[src/rtl/core/sclp_pkg.sv]
// Shared types, constants and configuration codes of the serial command line parser.
package sclp_pkg;

    // Default values of the top-level parameters.
    localparam int LINE_BYTES_DEF  = 64;
    localparam int CODE_DIGITS_DEF = 2;
    localparam int ID_DIGITS_DEF   = 4;
    localparam int TABLE_SLOTS_DEF = 8;

    // Configuration port geometry.
    localparam int CFG_IDX_W  = 3;
    localparam int CFG_DATA_W = 64;

    // Line terminator.
    localparam logic [7:0] NEWLINE_BYTE = 8'h0A;

    // Register reset values.
    localparam logic [7:0]  START_CHAR_RST   = 8'h24;
    localparam logic [7:0]  SEPARATOR_RST    = 8'h3A;
    localparam logic [15:0] TIMEOUT_RST      = 16'd100;

    // Saturation limit of the elapsed tick counter.
    localparam logic [16:0] ELAPSED_MAX = 17'h1FFFF;

    typedef enum logic [CFG_IDX_W-1:0] {
        REG_START_CHAR      = 3'd0,
        REG_ID_SEPARATOR    = 3'd1,
        REG_PARAM_SEPARATOR = 3'd2,
        REG_TIMEOUT_TICKS   = 3'd3,
        REG_COMMAND_CODES   = 3'd4,
        REG_COMMAND_COUNT   = 3'd5
    } cfg_reg_t;

    typedef enum logic [1:0] {
        ST_OK     = 2'd0,
        ST_FORMAT = 2'd1,
        ST_UNDEF  = 2'd2,
        ST_SERIAL = 2'd3
    } status_t;

    typedef struct packed {
        logic [7:0]  start_char;
        logic [7:0]  id_separator;
        logic [7:0]  param_separator;
        logic [15:0] timeout_ticks;
        logic [63:0] command_codes;
        logic [3:0]  command_count;
    } cfg_t;

    typedef struct packed {
        logic       action;
        logic [7:0] rx_byte;
    } item_t;

    typedef struct packed {
        status_t     status;
        logic [2:0]  command_slot;
        logic [7:0]  command_code;
        logic [15:0] request_id;
        logic [7:0]  param_byte;
        logic        param_valid;
        logic        last;
    } res_t;

endpackage

[src/rtl/core/sclp_cfg.sv]
// Configuration register file of the serial command line parser.
module sclp_cfg
    import sclp_pkg::*;
(
    input  logic                  clk,
    input  logic                  rst_n,
    input  logic                  cfg_we,
    input  logic [CFG_IDX_W-1:0]  cfg_index,
    input  logic [CFG_DATA_W-1:0] cfg_data,
    output cfg_t                  cfg
);

    cfg_t cfg_reg;
    cfg_t cfg_next;

    always_comb
    begin
        cfg_next = cfg_reg;
        if (cfg_we)
        begin
            unique case (cfg_index)
                REG_START_CHAR:      cfg_next.start_char      = cfg_data[7:0];
                REG_ID_SEPARATOR:    cfg_next.id_separator    = cfg_data[7:0];
                REG_PARAM_SEPARATOR: cfg_next.param_separator = cfg_data[7:0];
                REG_TIMEOUT_TICKS:   cfg_next.timeout_ticks   = cfg_data[15:0];
                REG_COMMAND_CODES:   cfg_next.command_codes   = cfg_data;
                REG_COMMAND_COUNT:   cfg_next.command_count   = cfg_data[3:0];
                default:             cfg_next = cfg_reg;
            endcase
        end
    end

    always_ff @(posedge clk or negedge rst_n)
    begin
        if (!rst_n)
        begin
            cfg_reg.start_char      <= START_CHAR_RST;
            cfg_reg.id_separator    <= SEPARATOR_RST;
            cfg_reg.param_separator <= SEPARATOR_RST;
            cfg_reg.timeout_ticks   <= TIMEOUT_RST;
            cfg_reg.command_codes   <= '0;
            cfg_reg.command_count   <= '0;
        end
        else
        begin
            cfg_reg <= cfg_next;
        end
    end

    assign cfg = cfg_reg;

endmodule

[src/rtl/core/sclp_mem.sv]
// Line buffer memory: one write port and one read port with registered read data.
module sclp_mem
    import sclp_pkg::*;
#(
    parameter int LINE_BYTES = LINE_BYTES_DEF,
    localparam int AW = $clog2(LINE_BYTES)
)
(
    input  logic          clk,
    input  logic          we,
    input  logic [AW-1:0] waddr,
    input  logic [7:0]    wdata,
    input  logic          re,
    input  logic [AW-1:0] raddr,
    output logic [7:0]    rdata
);

    logic [7:0] mem [LINE_BYTES];
    logic [7:0] rdata_reg;

    always_ff @(posedge clk)
    begin
        if (we)
        begin
            mem[waddr] <= wdata;
        end
    end

    // Read data holds its value until the next read.
    always_ff @(posedge clk)
    begin
        if (re)
        begin
            rdata_reg <= mem[raddr];
        end
    end

    assign rdata = rdata_reg;

endmodule

[src/rtl/core/sclp_seq.sv]
// Line sequencer: byte capture, timeout, header check, table match and parameter streaming.
module sclp_seq
    import sclp_pkg::*;
#(
    parameter int LINE_BYTES  = LINE_BYTES_DEF,
    parameter int CODE_DIGITS = CODE_DIGITS_DEF,
    parameter int ID_DIGITS   = ID_DIGITS_DEF,
    parameter int TABLE_SLOTS = TABLE_SLOTS_DEF,
    localparam int AW = $clog2(LINE_BYTES)
)
(
    input  logic          clk,
    input  logic          rst_n,
    input  cfg_t          cfg,
    input  logic          item_valid,
    output logic          item_ready,
    input  item_t         item,
    output logic          result_valid,
    input  logic          result_ready,
    output res_t          result,
    output logic          mem_we,
    output logic [AW-1:0] mem_waddr,
    output logic [7:0]    mem_wdata,
    output logic          mem_re,
    output logic [AW-1:0] mem_raddr,
    input  logic [7:0]    mem_rdata
);

    localparam int FW        = $clog2(LINE_BYTES + 1);
    localparam int SEP1_POS  = CODE_DIGITS + 1;
    localparam int SEP2_POS  = CODE_DIGITS + ID_DIGITS + 2;
    localparam int PARAM_POS = SEP2_POS + 1;

    typedef enum logic [4:0] {
        S_RX    = 5'b00001,
        S_HDR   = 5'b00010,
        S_MATCH = 5'b00100,
        S_PREQ  = 5'b01000,
        S_PDAT  = 5'b10000
    } seq_state_t;

    // Returns {is_hex, nibble}.
    function automatic logic [4:0] hex_digit(input logic [7:0] c);
        logic [4:0] r;
        begin
            r = '0;
            if (c >= 8'h30 && c <= 8'h39)
            begin
                r = {1'b1, c[3:0]};
            end
            else if (c >= 8'h61 && c <= 8'h66)
            begin
                r = {1'b1, 4'(c - 8'h57)};
            end
            else if (c >= 8'h41 && c <= 8'h46)
            begin
                r = {1'b1, 4'(c - 8'h37)};
            end
            return r;
        end
    endfunction

    seq_state_t  state_reg, state_next;
    logic [FW-1:0] fill_reg, fill_next;
    logic        active_reg, active_next;
    logic [16:0] elapsed_reg, elapsed_next;
    logic [FW-1:0] pos_reg, pos_next;
    logic [FW-1:0] rpos_reg, rpos_next;
    logic        rvld_reg, rvld_next;
    logic        rin_reg, rin_next;
    logic        fmt_ok_reg, fmt_ok_next;
    logic        code_stop_reg, code_stop_next;
    logic        id_stop_reg, id_stop_next;
    logic        cur_have_reg, cur_have_next;
    logic        out_vld_reg, out_vld_next;
    logic [7:0]  code_reg, code_next;
    logic [15:0] id_reg, id_next;
    logic [2:0]  slot_reg, slot_next;
    logic [7:0]  cur_reg, cur_next;
    res_t        out_reg;

    logic        out_free;
    logic        acc;
    logic        out_load;
    res_t        out_val;
    logic        line_end;
    logic [16:0] elapsed_inc;
    logic [7:0]  rbyte;
    logic [4:0]  hx;
    logic [3:0]  slot_cnt;
    logic        hit;
    logic [2:0]  hit_slot;
    logic [FW-1:0] stop_pos;
    logic        pvalid;

    assign out_free   = !out_vld_reg || result_ready;
    assign item_ready = (state_reg == S_RX) && out_free;
    assign acc        = item_valid && item_ready;

    // Bytes beyond the stored part of the line read as zero.
    assign rbyte = rin_reg ? mem_rdata : 8'h00;
    assign hx    = hex_digit(rbyte);

    assign elapsed_inc = (elapsed_reg == ELAPSED_MAX) ? elapsed_reg : elapsed_reg + 17'd1;

    // Command table lookup; the lowest matching slot wins.
    always_comb
    begin
        slot_cnt = (cfg.command_count > 4'(TABLE_SLOTS)) ? 4'(TABLE_SLOTS)
                                                          : cfg.command_count;
        hit      = 1'b0;
        hit_slot = '0;
        for (int i = TABLE_SLOTS - 1; i >= 0; i--)
        begin
            if (4'(i) < slot_cnt && cfg.command_codes[8*i +: 8] == code_reg)
            begin
                hit      = 1'b1;
                hit_slot = 3'(i);
            end
        end
    end

    // Parameters end before the newline or at the first zero byte.
    assign stop_pos = fill_reg - FW'(1);
    assign pvalid   = (pos_reg < stop_pos) && (mem_rdata != 8'h00);

    always_comb
    begin
        state_next     = state_reg;
        fill_next      = fill_reg;
        active_next    = active_reg;
        elapsed_next   = elapsed_reg;
        pos_next       = pos_reg;
        rpos_next      = rpos_reg;
        rvld_next      = 1'b0;
        rin_next       = rin_reg;
        fmt_ok_next    = fmt_ok_reg;
        code_stop_next = code_stop_reg;
        id_stop_next   = id_stop_reg;
        cur_have_next  = cur_have_reg;
        code_next      = code_reg;
        id_next        = id_reg;
        slot_next      = slot_reg;
        cur_next       = cur_reg;
        mem_we         = 1'b0;
        mem_waddr      = fill_reg[AW-1:0];
        mem_wdata      = item.rx_byte;
        mem_re         = 1'b0;
        mem_raddr      = pos_reg[AW-1:0];
        out_load       = 1'b0;
        out_val        = '0;
        line_end       = 1'b0;

        unique case (state_reg)
            S_RX:
            begin
                if (acc && item.action)
                begin
                    if (active_reg)
                    begin
                        elapsed_next = elapsed_inc;
                        if (elapsed_inc > {1'b0, cfg.timeout_ticks})
                        begin
                            out_load       = 1'b1;
                            out_val.status = ST_SERIAL;
                            out_val.last   = 1'b1;
                            line_end       = 1'b1;
                        end
                    end
                end
                else if (acc)
                begin
                    active_next = 1'b1;
                    mem_we      = 1'b1;
                    fill_next   = fill_reg + FW'(1);
                    if (item.rx_byte == NEWLINE_BYTE)
                    begin
                        state_next     = S_HDR;
                        pos_next       = '0;
                        fmt_ok_next    = 1'b1;
                        code_stop_next = 1'b0;
                        id_stop_next   = 1'b0;
                        code_next      = '0;
                        id_next        = '0;
                    end
                    else if (fill_reg == FW'(LINE_BYTES - 1))
                    begin
                        out_load       = 1'b1;
                        out_val.status = ST_SERIAL;
                        out_val.last   = 1'b1;
                        line_end       = 1'b1;
                    end
                end
            end

            S_HDR:
            begin
                if (pos_reg <= FW'(SEP2_POS))
                begin
                    mem_re    = 1'b1;
                    pos_next  = pos_reg + FW'(1);
                    rpos_next = pos_reg;
                    rvld_next = 1'b1;
                    rin_next  = pos_reg < fill_reg;
                end
                if (rvld_reg)
                begin
                    priority if (rpos_reg == '0)
                    begin
                        fmt_ok_next = fmt_ok_reg && (rbyte == cfg.start_char);
                    end
                    else if (rpos_reg <= FW'(CODE_DIGITS))
                    begin
                        if (!code_stop_reg)
                        begin
                            if (hx[4])
                            begin
                                code_next = {code_reg[3:0], hx[3:0]};
                            end
                            else
                            begin
                                code_stop_next = 1'b1;
                            end
                        end
                    end
                    else if (rpos_reg == FW'(SEP1_POS))
                    begin
                        fmt_ok_next = fmt_ok_reg && (rbyte == cfg.id_separator);
                    end
                    else if (rpos_reg < FW'(SEP2_POS))
                    begin
                        if (!id_stop_reg)
                        begin
                            if (hx[4])
                            begin
                                id_next = {id_reg[11:0], hx[3:0]};
                            end
                            else
                            begin
                                id_stop_next = 1'b1;
                            end
                        end
                    end
                    else
                    begin
                        fmt_ok_next = fmt_ok_reg && (rbyte == cfg.param_separator);
                        state_next  = S_MATCH;
                    end
                end
            end

            S_MATCH:
            begin
                if (!fmt_ok_reg)
                begin
                    if (out_free)
                    begin
                        out_load       = 1'b1;
                        out_val.status = ST_FORMAT;
                        out_val.last   = 1'b1;
                        line_end       = 1'b1;
                        state_next     = S_RX;
                    end
                end
                else if (!hit)
                begin
                    if (out_free)
                    begin
                        out_load             = 1'b1;
                        out_val.status       = ST_UNDEF;
                        out_val.command_code = code_reg;
                        out_val.request_id   = id_reg;
                        out_val.last         = 1'b1;
                        line_end             = 1'b1;
                        state_next           = S_RX;
                    end
                end
                else
                begin
                    slot_next     = hit_slot;
                    cur_have_next = 1'b0;
                    pos_next      = FW'(PARAM_POS);
                    state_next    = S_PREQ;
                end
            end

            S_PREQ:
            begin
                mem_re     = 1'b1;
                state_next = S_PDAT;
            end

            S_PDAT:
            begin
                out_val.status       = ST_OK;
                out_val.command_slot = slot_reg;
                out_val.command_code = code_reg;
                out_val.request_id   = id_reg;
                if (!cur_have_reg)
                begin
                    if (pvalid)
                    begin
                        cur_next      = mem_rdata;
                        cur_have_next = 1'b1;
                        pos_next      = pos_reg + FW'(1);
                        state_next    = S_PREQ;
                    end
                    else if (out_free)
                    begin
                        out_load     = 1'b1;
                        out_val.last = 1'b1;
                        line_end     = 1'b1;
                        state_next   = S_RX;
                    end
                end
                else if (out_free)
                begin
                    // The byte held back goes out once we know whether another follows.
                    out_load            = 1'b1;
                    out_val.param_byte  = cur_reg;
                    out_val.param_valid = 1'b1;
                    out_val.last        = !pvalid;
                    if (pvalid)
                    begin
                        cur_next   = mem_rdata;
                        pos_next   = pos_reg + FW'(1);
                        state_next = S_PREQ;
                    end
                    else
                    begin
                        line_end   = 1'b1;
                        state_next = S_RX;
                    end
                end
            end

            default:
            begin
                state_next = S_RX;
            end
        endcase

        if (line_end)
        begin
            fill_next    = '0;
            active_next  = 1'b0;
            elapsed_next = '0;
        end
    end

    always_comb
    begin
        if (out_load)
        begin
            out_vld_next = 1'b1;
        end
        else if (result_ready)
        begin
            out_vld_next = 1'b0;
        end
        else
        begin
            out_vld_next = out_vld_reg;
        end
    end

    always_ff @(posedge clk or negedge rst_n)
    begin
        if (!rst_n)
        begin
            state_reg     <= S_RX;
            fill_reg      <= '0;
            active_reg    <= 1'b0;
            elapsed_reg   <= '0;
            pos_reg       <= '0;
            rpos_reg      <= '0;
            rvld_reg      <= 1'b0;
            rin_reg       <= 1'b0;
            fmt_ok_reg    <= 1'b0;
            code_stop_reg <= 1'b0;
            id_stop_reg   <= 1'b0;
            cur_have_reg  <= 1'b0;
            out_vld_reg   <= 1'b0;
        end
        else
        begin
            state_reg     <= state_next;
            fill_reg      <= fill_next;
            active_reg    <= active_next;
            elapsed_reg   <= elapsed_next;
            pos_reg       <= pos_next;
            rpos_reg      <= rpos_next;
            rvld_reg      <= rvld_next;
            rin_reg       <= rin_next;
            fmt_ok_reg    <= fmt_ok_next;
            code_stop_reg <= code_stop_next;
            id_stop_reg   <= id_stop_next;
            cur_have_reg  <= cur_have_next;
            out_vld_reg   <= out_vld_next;
        end
    end

    always_ff @(posedge clk)
    begin
        code_reg <= code_next;
        id_reg   <= id_next;
        slot_reg <= slot_next;
        cur_reg  <= cur_next;
        if (out_load)
        begin
            out_reg <= out_val;
        end
    end

    assign result_valid = out_vld_reg;
    assign result       = out_reg;

endmodule

[src/rtl/core/serial_command_line_parser_top.sv]
// Top level of the serial command line parser.
//
// The parser takes one transaction per cycle on the item channel while a line
// is being collected and the output register is free: each byte is written
// to the line memory at the fill position and each millisecond tick advances
// the timeout count. A timeout or a buffer that fills without a newline ends
// the line at once with a single serial-error result. When the newline
// arrives the item channel closes and the line is finished from the single
// read port of the line memory: the header (start character, code digits,
// separator, id digits, separator) is read back one byte a cycle, then the
// code is matched against the command table, then each parameter byte is
// read and handed to the output register, which waits while the result
// channel stalls. The memory is never cleared; the fill count marks which
// entries belong to the current line and the rest read as zero, so there is
// no clearing pass after reset. Results sit in an output register, so the
// next byte is taken in the same cycle that the last result of a line is
// taken. Configuration writes take effect at once and must only be made
// while no line is being finished.
module serial_command_line_parser_top
    import sclp_pkg::*;
#(
    parameter int LINE_BYTES  = LINE_BYTES_DEF,
    parameter int CODE_DIGITS = CODE_DIGITS_DEF,
    parameter int ID_DIGITS   = ID_DIGITS_DEF,
    parameter int TABLE_SLOTS = TABLE_SLOTS_DEF
)
(
    input  logic                  clk,
    input  logic                  rst_n,
    input  logic                  item_valid,
    output logic                  item_ready,
    input  item_t                 item,
    output logic                  result_valid,
    input  logic                  result_ready,
    output res_t                  result,
    input  logic                  cfg_we,
    input  logic [CFG_IDX_W-1:0]  cfg_index,
    input  logic [CFG_DATA_W-1:0] cfg_data
);

    localparam int AW = $clog2(LINE_BYTES);

    cfg_t          cfg;
    logic          mem_we;
    logic [AW-1:0] mem_waddr;
    logic [7:0]    mem_wdata;
    logic          mem_re;
    logic [AW-1:0] mem_raddr;
    logic [7:0]    mem_rdata;

    // Configuration registers.
    sclp_cfg u_cfg (
        .clk       (clk),
        .rst_n     (rst_n),
        .cfg_we    (cfg_we),
        .cfg_index (cfg_index),
        .cfg_data  (cfg_data),
        .cfg       (cfg)
    );

    // Line buffer memory.
    sclp_mem #(
        .LINE_BYTES (LINE_BYTES)
    ) u_mem (
        .clk   (clk),
        .we    (mem_we),
        .waddr (mem_waddr),
        .wdata (mem_wdata),
        .re    (mem_re),
        .raddr (mem_raddr),
        .rdata (mem_rdata)
    );

    // Sequencer that collects, checks and streams each line.
    sclp_seq #(
        .LINE_BYTES  (LINE_BYTES),
        .CODE_DIGITS (CODE_DIGITS),
        .ID_DIGITS   (ID_DIGITS),
        .TABLE_SLOTS (TABLE_SLOTS)
    ) u_seq (
        .clk          (clk),
        .rst_n        (rst_n),
        .cfg          (cfg),
        .item_valid   (item_valid),
        .item_ready   (item_ready),
        .item         (item),
        .result_valid (result_valid),
        .result_ready (result_ready),
        .result       (result),
        .mem_we       (mem_we),
        .mem_waddr    (mem_waddr),
        .mem_wdata    (mem_wdata),
        .mem_re       (mem_re),
        .mem_raddr    (mem_raddr),
        .mem_rdata    (mem_rdata)
    );

endmodule

[config.mk]
export PLATFORM = sky130hd
export DESIGN_NAME = serial_command_line_parser_top
export DESIGN_NICKNAME = d
export VERILOG_FILES = /design/src/rtl/core/sclp_pkg.sv /design/src/rtl/core/sclp_cfg.sv /design/src/rtl/core/sclp_mem.sv /design/src/rtl/core/sclp_seq.sv /design/src/rtl/core/serial_command_line_parser_top.sv
export SDC_FILE = /design/constraint.sdc
export NUM_CORES = 1
export LEC_CHECK = 0
export BUFFER_PORTS_ARGS = -buffer_cell sky130_fd_sc_hd__buf_2
export CAP_MARGIN = 20
export CORE_MARGIN = 5
export CORE_UTILIZATION = 52
export DETAILED_ROUTE_END_ITERATION = 12
export PLACE_DENSITY = 0.77
export SLEW_MARGIN = 20
export SYNTH_ARGS = -nofsm -noshare
export SYNTH_HDL_FRONTEND = slang
export SYNTH_SLANG_ARGS = --single-unit
[constraint.sdc]
create_clock -name clk -period 5.8 [get_ports clk]
set_input_delay 0.29 -clock clk [delete_from_list [all_inputs] [get_ports clk]]
set_output_delay 0.29 -clock clk [all_outputs]
set_load 0.01 [all_outputs]
======== After elaboration in Yosys (flattened, before gate mapping) ========
Memories as Yosys holds them, arrays and structs flattened. A register that Yosys moved wholly into a read port is not among the register bits.
Index checks and enable logic that the tools add are counted.
word-level totals
  register bits after elaboration ......... 233
  latch bits .............................. 0
  RAM bits ................................ 512
  memory bits (read-only) ................. 0
  bits of input ports ..................... 81
  output and inout port bits .............. 41
  word-level logic and storage cells ...... 317
  memories kept ........................... 1
memories
  memory     depth  bits a word  read ports  clocked after memory_dff  wr ports  RTL line        RTL
  u_mem.mem  64     8            1           1                         1         sclp_mem.sv:18  logic [7:0] mem [LINE_BYTES];
cells by class
  add/subtract/negate cells ............... 6
  multipliers ............................. 0
  div/mod/pow operators ................... 0
  $lt $le $gt $ge ......................... 21
  eq/ne operators ......................... 46
  shift operators ......................... 0
  muxes and demuxes ....................... 156
  bitwise logic cells ..................... 0
  reductions and logical operators ........ 55
operators with widths
  operator               number
  $mux 16                10
  $mux 8                 12
  $mux 7                 13
  $eq 8x8->1             11
  $mux 17                5
  $mux 5                 17
  $mux 24                3
  $mux 1                 64
  $pmux 24 s2            1
  $pmux 16 s2            1
  $pmux 7 s4             1
  $reduce_and 9->1       3
  $pmux 5 s5             1
  $mux 2                 12
  $logic_and 1x1->1      18
  $ne 2x1->1 const B     9
  $ne 2x2->1 const B     9
  $reduce_and 2->1       9
  $add 17x1->17 const B  1
  $eq 17x17->1 const B   1
  $gt 17x16->1           1
  $ge 8x7->1 const B     2
  $le 8x7->1 const B     2
  $lt 3x4->1 const A     4
  other kinds (45)       74

======== Depth between registers and ports, before layout ========
  depth after elaboration ................. 17
  depth in mapped cells ................... 19
  mapped depth without buffers ............ 16

======== By module ========
Synthesis repeated with hierarchy kept, for this count alone.
unflattened totals
  cell total of the unflattened synthesis .. 2021
  area, all modules ....................... 32762.7 µm²
modules (own cells, without submodules)
  module    times used  cells each  area each (µm²)  sequential area each (µm²)
  sclp_mem  1           972         20270.7          15615.0
  sclp_seq  1           817         8096.5           3499.6
  sclp_cfg  1           232         4395.5           2718.9

======== Least setup slack after synthesis ========
Ideal clock, no wire load.
  kind .................................... reg-to-reg
  from .................................... register u_seq.elapsed_reg[7]
  to ...................................... register u_seq.out_reg, in the netlist u_seq.result[0], enable pin
  library setup time ...................... 0.347 ns
  arrival time ............................ 3.802 ns
  data required time ...................... 5.453 ns
  slack ................................... 1.650 ns
  cell stages (with the launch flop) ...... 18
  path buffers ............................ 3
  clock period less this slack ............ 4.150 ns
  path through ............................ dfrtp_1 clkbuf_1 and4_1 and3_1 clkbuf_1 and4_1 clkbuf_1 nor2_1 xor2_1 ha_1 a21o_1 a21o_1 a21oi_1 a21oi_1 o41ai_1 a22o_1 o21ai_2 or2_2
on the way
  longest elaborated chain between the ends .. 7
  elaborated cells between the ends (all ways) .. 8
  classes of those cells .................. 1 x add/sub; 1 x order compare; 1 x eq/ne; 5 x mux
RTL lines
  item                                           RTL line         RTL
  start: declaration                             sclp_seq.sv:66   logic [16:0] elapsed_reg, elapsed_next;
  start signal: assignment                       sclp_seq.sv:390  elapsed_reg <= elapsed_next;
  $add 17x1->17 or $eq 17x17->1 (tied branches)  sclp_seq.sv:104  assign elapsed_inc = (elapsed_reg == ELAPSED_MAX) ? elapsed_reg : elapsed_reg + 17'd1;
  $mux 17 *                                      sclp_seq.sv:104
  $gt 17x16->1 *                                 sclp_seq.sv:162  if (elapsed_inc > {1'b0, cfg.timeout_ticks})
  $mux 1 *                                       sclp_seq.sv:162
  $mux 1 *                                       sclp_seq.sv:159  if (active_reg)
  $mux 1 *                                       sclp_seq.sv:157  if (acc && item.action)
  $pmux 1 s3 *                                   sclp_seq.sv:154  unique case (state_reg)
  via u_seq.out_load                             sclp_seq.sv:84   logic out_load;
  end signal: assignment                         sclp_seq.sv:411  out_reg <= out_val;
  end: declaration                               sclp_seq.sv:80   res_t out_reg;
Mark *: on every way through the listed nets, which the timed path passes. The rest lies on a longest branch.
A chain may end at the register's enable or synchronous reset.

======== Worst setup path after layout ========
  from .................................... register u_seq.elapsed_reg[7]
  to ...................................... register u_seq.out_reg, in the netlist u_seq.result[1], enable pin
The elaborated chain is that of the path after synthesis.

==> results.md <==
* Leading post-synthesis cells by cell area: sky130_fd_sc_hd__edfxtp_1 (56%), sky130_fd_sc_hd__mux4_2 (12%), sky130_fd_sc_hd__dfrtp_1 (11%), sky130_fd_sc_hd__mux2_2 (3.9%), sky130_fd_sc_hd__xnor2_1 (1.9%)
* Setup repair after global routing missed its margin: no
* Synthesized-area fraction occupied by xor and xnor cells at 2.98%
* Post-synthesis compound-gate area fraction at between 3 and 4%
* Leading cell types in the layout, fill and taps excluded: sky130_fd_sc_hd__edfxtp_1 (594), sky130_fd_sc_hd__mux4_2 (165), sky130_fd_sc_hd__dfrtp_1 (141), sky130_fd_sc_hd__nor2_1 (134), sky130_fd_sc_hd__buf_2 (120)
* Remaining number of nets flagged by the antenna check after routing at 0
* CP arrival at roughly 5.2 ns
* Class of the worst hold path: primary input to flip-flop
* Number of setup violations in the final report at 0
* Busiest layer in global routing: met2
* Top cell type by total area after synthesis: sky130_fd_sc_hd__edfxtp_1
* Global routing usage on met2 at 36.5%
* Gpl congestion at 0.874
* Combinational share of power at 20.8%
* Avg Inst Size Synth at 17.0 um2
* Number of iterations in the first detailed-routing pass at 6
* Final core occ at roughly 60%
* Count of distinct cell types in the synthesized netlist at between 70 and 80
* Peak ir drop on the vdd network at around 0.00026 V
* Aggregate global-route resource usage at roughly 22%
* Sink count of the clock tree at approximately 750
* Met3 demand-to-capacity share in global routing at 5.67%
* Number of buffers inserted by hold repair at cts at 60
* Post-Synth Adder-Cell Area at approximately 1.4%
* DR vias at ~18000
* Number of antenna violations at the first check in global routing at 5
* Count of max-cap constraint violations at 0
* Synthesized-area fraction occupied by and/or/nand/nor cells at 7.02%
* Most frequent standard cell in the layout excluding fill and tap cells: sky130_fd_sc_hd__edfxtp_1
* Final routed DRC violation total at 0
* Setup TNS at 0 ns
* Drt wl/cell at ~25 um
* Final critical-path setup slack at about 0.8 ns
* Combinational family with the most area after synthesis: multiplexers
* Number of setup buffers added after CTS at 0
* Post-route design area at 36500 um2
* Status: finished clean
* Ys Warns at 0
* Post-DP HPWL at approximately 45000 um
* Post-synthesis register bit count at ~750
* Capturing element type of the critical path: flip-flop
* Hold Slack at 0.0284 ns
* Number of flip-flops in the largest register at just over 500
* Required time at the worst-slack endpoint at ~6.0 ns
* Portion of the post-synthesis area used by sequential elements at 68.1%
* Net count of the mapped netlist at 2004
* Chip width at about 260 um
* Most used flip-flop cell after synthesis: sky130_fd_sc_hd__edfxtp_1
* Placed cell count at between 2000 and 3000
* CTS H-tree lvls at 3
* Wire length of the first global-routing pass at ~110000 um
* Gate Count Post-Synth at 1886
* Power consumption at between 10 and 15 mW
* Y dimension of the die at roughly 260 um
* Type of the worst setup path: flip-flop to flip-flop
* Synth top area share at 55.7%
* Final worst path period share at 86.1%
* Synth-to-layout area growth at 14.0%
* Post-DR vias/cell at ~6
* Number of enable flip-flop cells after synthesis at ~590
* Clock latency of the later-clocked register in the worst-skew pair at around 0.62 ns
* Layout cell share with drive strength beyond 1 at a little over a quarter
* Clock Power Share at between 30% and 40%
* Count of buffers from port buffering at between 100 and 150
* Internal at about 10 mW
* Post-placement worst setup slack at between 0.6 and 0.7 ns
* Upper clock frequency limit at ~200 MHz
* Via count of the first global-routing pass at around 18000
* Effective utilization at floorplan at between 50% and 60%
* Placement-stage cell area at around 33000 um2
* Clock-pin slew on the worst setup and hold paths at about 0.06 ns
* Slew headroom at about a third
* Fraction of synthesis flops using an asynchronous set or reset pin at between 20% and 30%
* Area of the mapped netlist at ~32000 um2
* Cts repair resizes at 0
* Overall overflow remaining after global route at 0
* Detailed Route Iter0 Violations at 1738
* TritonCTS clock tree: built
* Pwr dens at roughly 400 nW/um2
* Nets at ~2200
* Net Sw Frac at between 20% and 30%
* Startpoint types: flip-flop
* Placement row count at 91
* Post-layout min period at between 4 and 5 ns
* Non-Filler Instances at approximately 2900
* Worst Max-Slew Pin Slew at between 0.9 and 1 ns
* Core Box Area at ~61000 um2
* Hold violation total from the final report at 0
* Ports placed on the boundary at approximately 120
* Switching pwr at 4.21 mW
* Pin count of the biggest net entering global routing at 92
* Mux contribution to synthesized area at 15.7%
* Buffer levels on the longest clock path at 3
* Maximum fanout encountered on the critical timing path at 39
* Root Buffer: sky130_fd_sc_hd__clkbuf_16
* Total Wirelength at ~73000 um
* Part of the power in registers at a little under half
* Standby leakage power at approximately 13 nW
* Die Footprint at roughly 67000 um2
* TritonCTS buffer count at between 70 and 80
* Max-slew violation count at 0
* Post-Route Skew at between 0.02 and 0.03 ns
* Met1 Usage GRT at 28.1%
-- critical path, stage by stage, from the launching register on --
cell and delay, ns:
sky130_fd_sc_hd__dfrtp_1 0.48, sky130_fd_sc_hd__and4_1 0.32, sky130_fd_sc_hd__and3_1 0.32, sky130_fd_sc_hd__nand4_1 0.31, sky130_fd_sc_hd__nand3_1 0.37, sky130_fd_sc_hd__nor2_1 0.11, sky130_fd_sc_hd__xor2_1 0.17, sky130_fd_sc_hd__ha_1 0.21
sky130_fd_sc_hd__or3_1 0.34, sky130_fd_sc_hd__o41ai_1 0.67, sky130_fd_sc_hd__a22o_1 0.35, sky130_fd_sc_hd__o21ai_4 0.25, sky130_fd_sc_hd__or2_2 0.69
-- kinds of logic (layout without fill, tap and decap cells) --
logic type / Yosys count / count (layout)
xor+xnor: 109 / 109
fa+ha+maj: 37 / 37
buf+inv: 132 / 376
flops: 753 / 753
mux: 282 / 282
simple gates: 433 / 433
other cells: 0 / 3
compound gates: 140 / 140
-- metal layers --
metal | wire (um) | vias up
li1 | - | 7702
met1 | 27900 | 8914
met2 | 36400 | 787
met3 | 6070 | 179
met4 | 2840 | 2
met5 | 10 | -
-- cells in the mapped netlist (4+ instances only) --
master,number
sky130_fd_sc_hd__ha_1,37
sky130_fd_sc_hd__mux2_2,111
sky130_fd_sc_hd__dfrtp_1,145
sky130_fd_sc_hd__or3_1,7
sky130_fd_sc_hd__nand4_1,16
sky130_fd_sc_hd__and2_1,57
sky130_fd_sc_hd__a31oi_1,7
sky130_fd_sc_hd__o211ai_1,4
sky130_fd_sc_hd__xnor2_1,70
sky130_fd_sc_hd__edfxtp_1,594
sky130_fd_sc_hd__or2_2,4
sky130_fd_sc_hd__mux2i_1,6
sky130_fd_sc_hd__o311ai_0,8
sky130_fd_sc_hd__nor3_1,20
sky130_fd_sc_hd__nand3b_1,20
sky130_fd_sc_hd__and4_1,4
sky130_fd_sc_hd__dfstp_2,14
sky130_fd_sc_hd__nor3b_1,4
sky130_fd_sc_hd__nand3_1,43
sky130_fd_sc_hd__a211oi_1,7
sky130_fd_sc_hd__inv_1,37
sky130_fd_sc_hd__nor2_1,134
sky130_fd_sc_hd__nor2b_1,6
sky130_fd_sc_hd__nand2_1,64
sky130_fd_sc_hd__buf_1,17
sky130_fd_sc_hd__o21a_1,9
sky130_fd_sc_hd__a21oi_1,30
sky130_fd_sc_hd__buf_2,12
sky130_fd_sc_hd__o21ai_0,25
sky130_fd_sc_hd__nand2b_1,12
sky130_fd_sc_hd__clkbuf_1,59
sky130_fd_sc_hd__and3_1,10
sky130_fd_sc_hd__mux4_2,165
sky130_fd_sc_hd__xor2_1,39
sky130_fd_sc_hd__a21o_1,7
sky130_fd_sc_hd__nor4_1,12
-- power by group through the flow --
stage	Combinational, mW	Sequential [mW]	Clock [mW]
6_report	3.05	6.83	4.81
5_1_grt	3.30	6.88	5.12
4_1_cts	3.04	6.83	4.88
3_5_place_dp	2.97	6.93	0
3_3_place_gp	2.88	6.90	0
2_1_floorplan	2.38	6.55	0
-- area by class of cell --
type                    count  area, um2
fillers                  4344      24900
flip-flops and latches    753      21800
multi-input cells        1001       9710
clock buffers              99       2080
repair buffers            204       1390
well taps                 790        988
clock inverters            35        362
inverters                  38        143
diodes                      3       7.51
-- worst paths after layout --
| kind | startpoint | end | slack [ns] | depth (start not counted) |
|---|---|---|---|---|
| max reg2reg | u_seq.elapsed_reg[7]$_DFFE_PN0P_ | u_seq.result[1]$_SDFFCE_PN0P_ | 0.80 | 12 |
| min in group asynchronous | rst_n | u_cfg.cfg[29]$_DFFE_PN0P_ | 0.29 | 2 |
| min reg2reg | u_seq.id_stop_reg$_DFFE_PN0P_ | u_seq.id_stop_reg$_DFFE_PN0P_ | 0.50 | 2 |
| min | cfg_data[4] | u_cfg.cfg[8]$_DFFE_PN0P_ | 0.03 | 2 |
| max | u_seq.elapsed_reg[7]$_DFFE_PN0P_ | u_seq.result[1]$_SDFFCE_PN0P_ | 0.80 | 12 |
| max in group asynchronous | rst_n | u_seq.pos_reg[2]$_DFFE_PN0P_ | 3.99 | 3 |
Note: power is estimated with default switching activity, not from simulation.
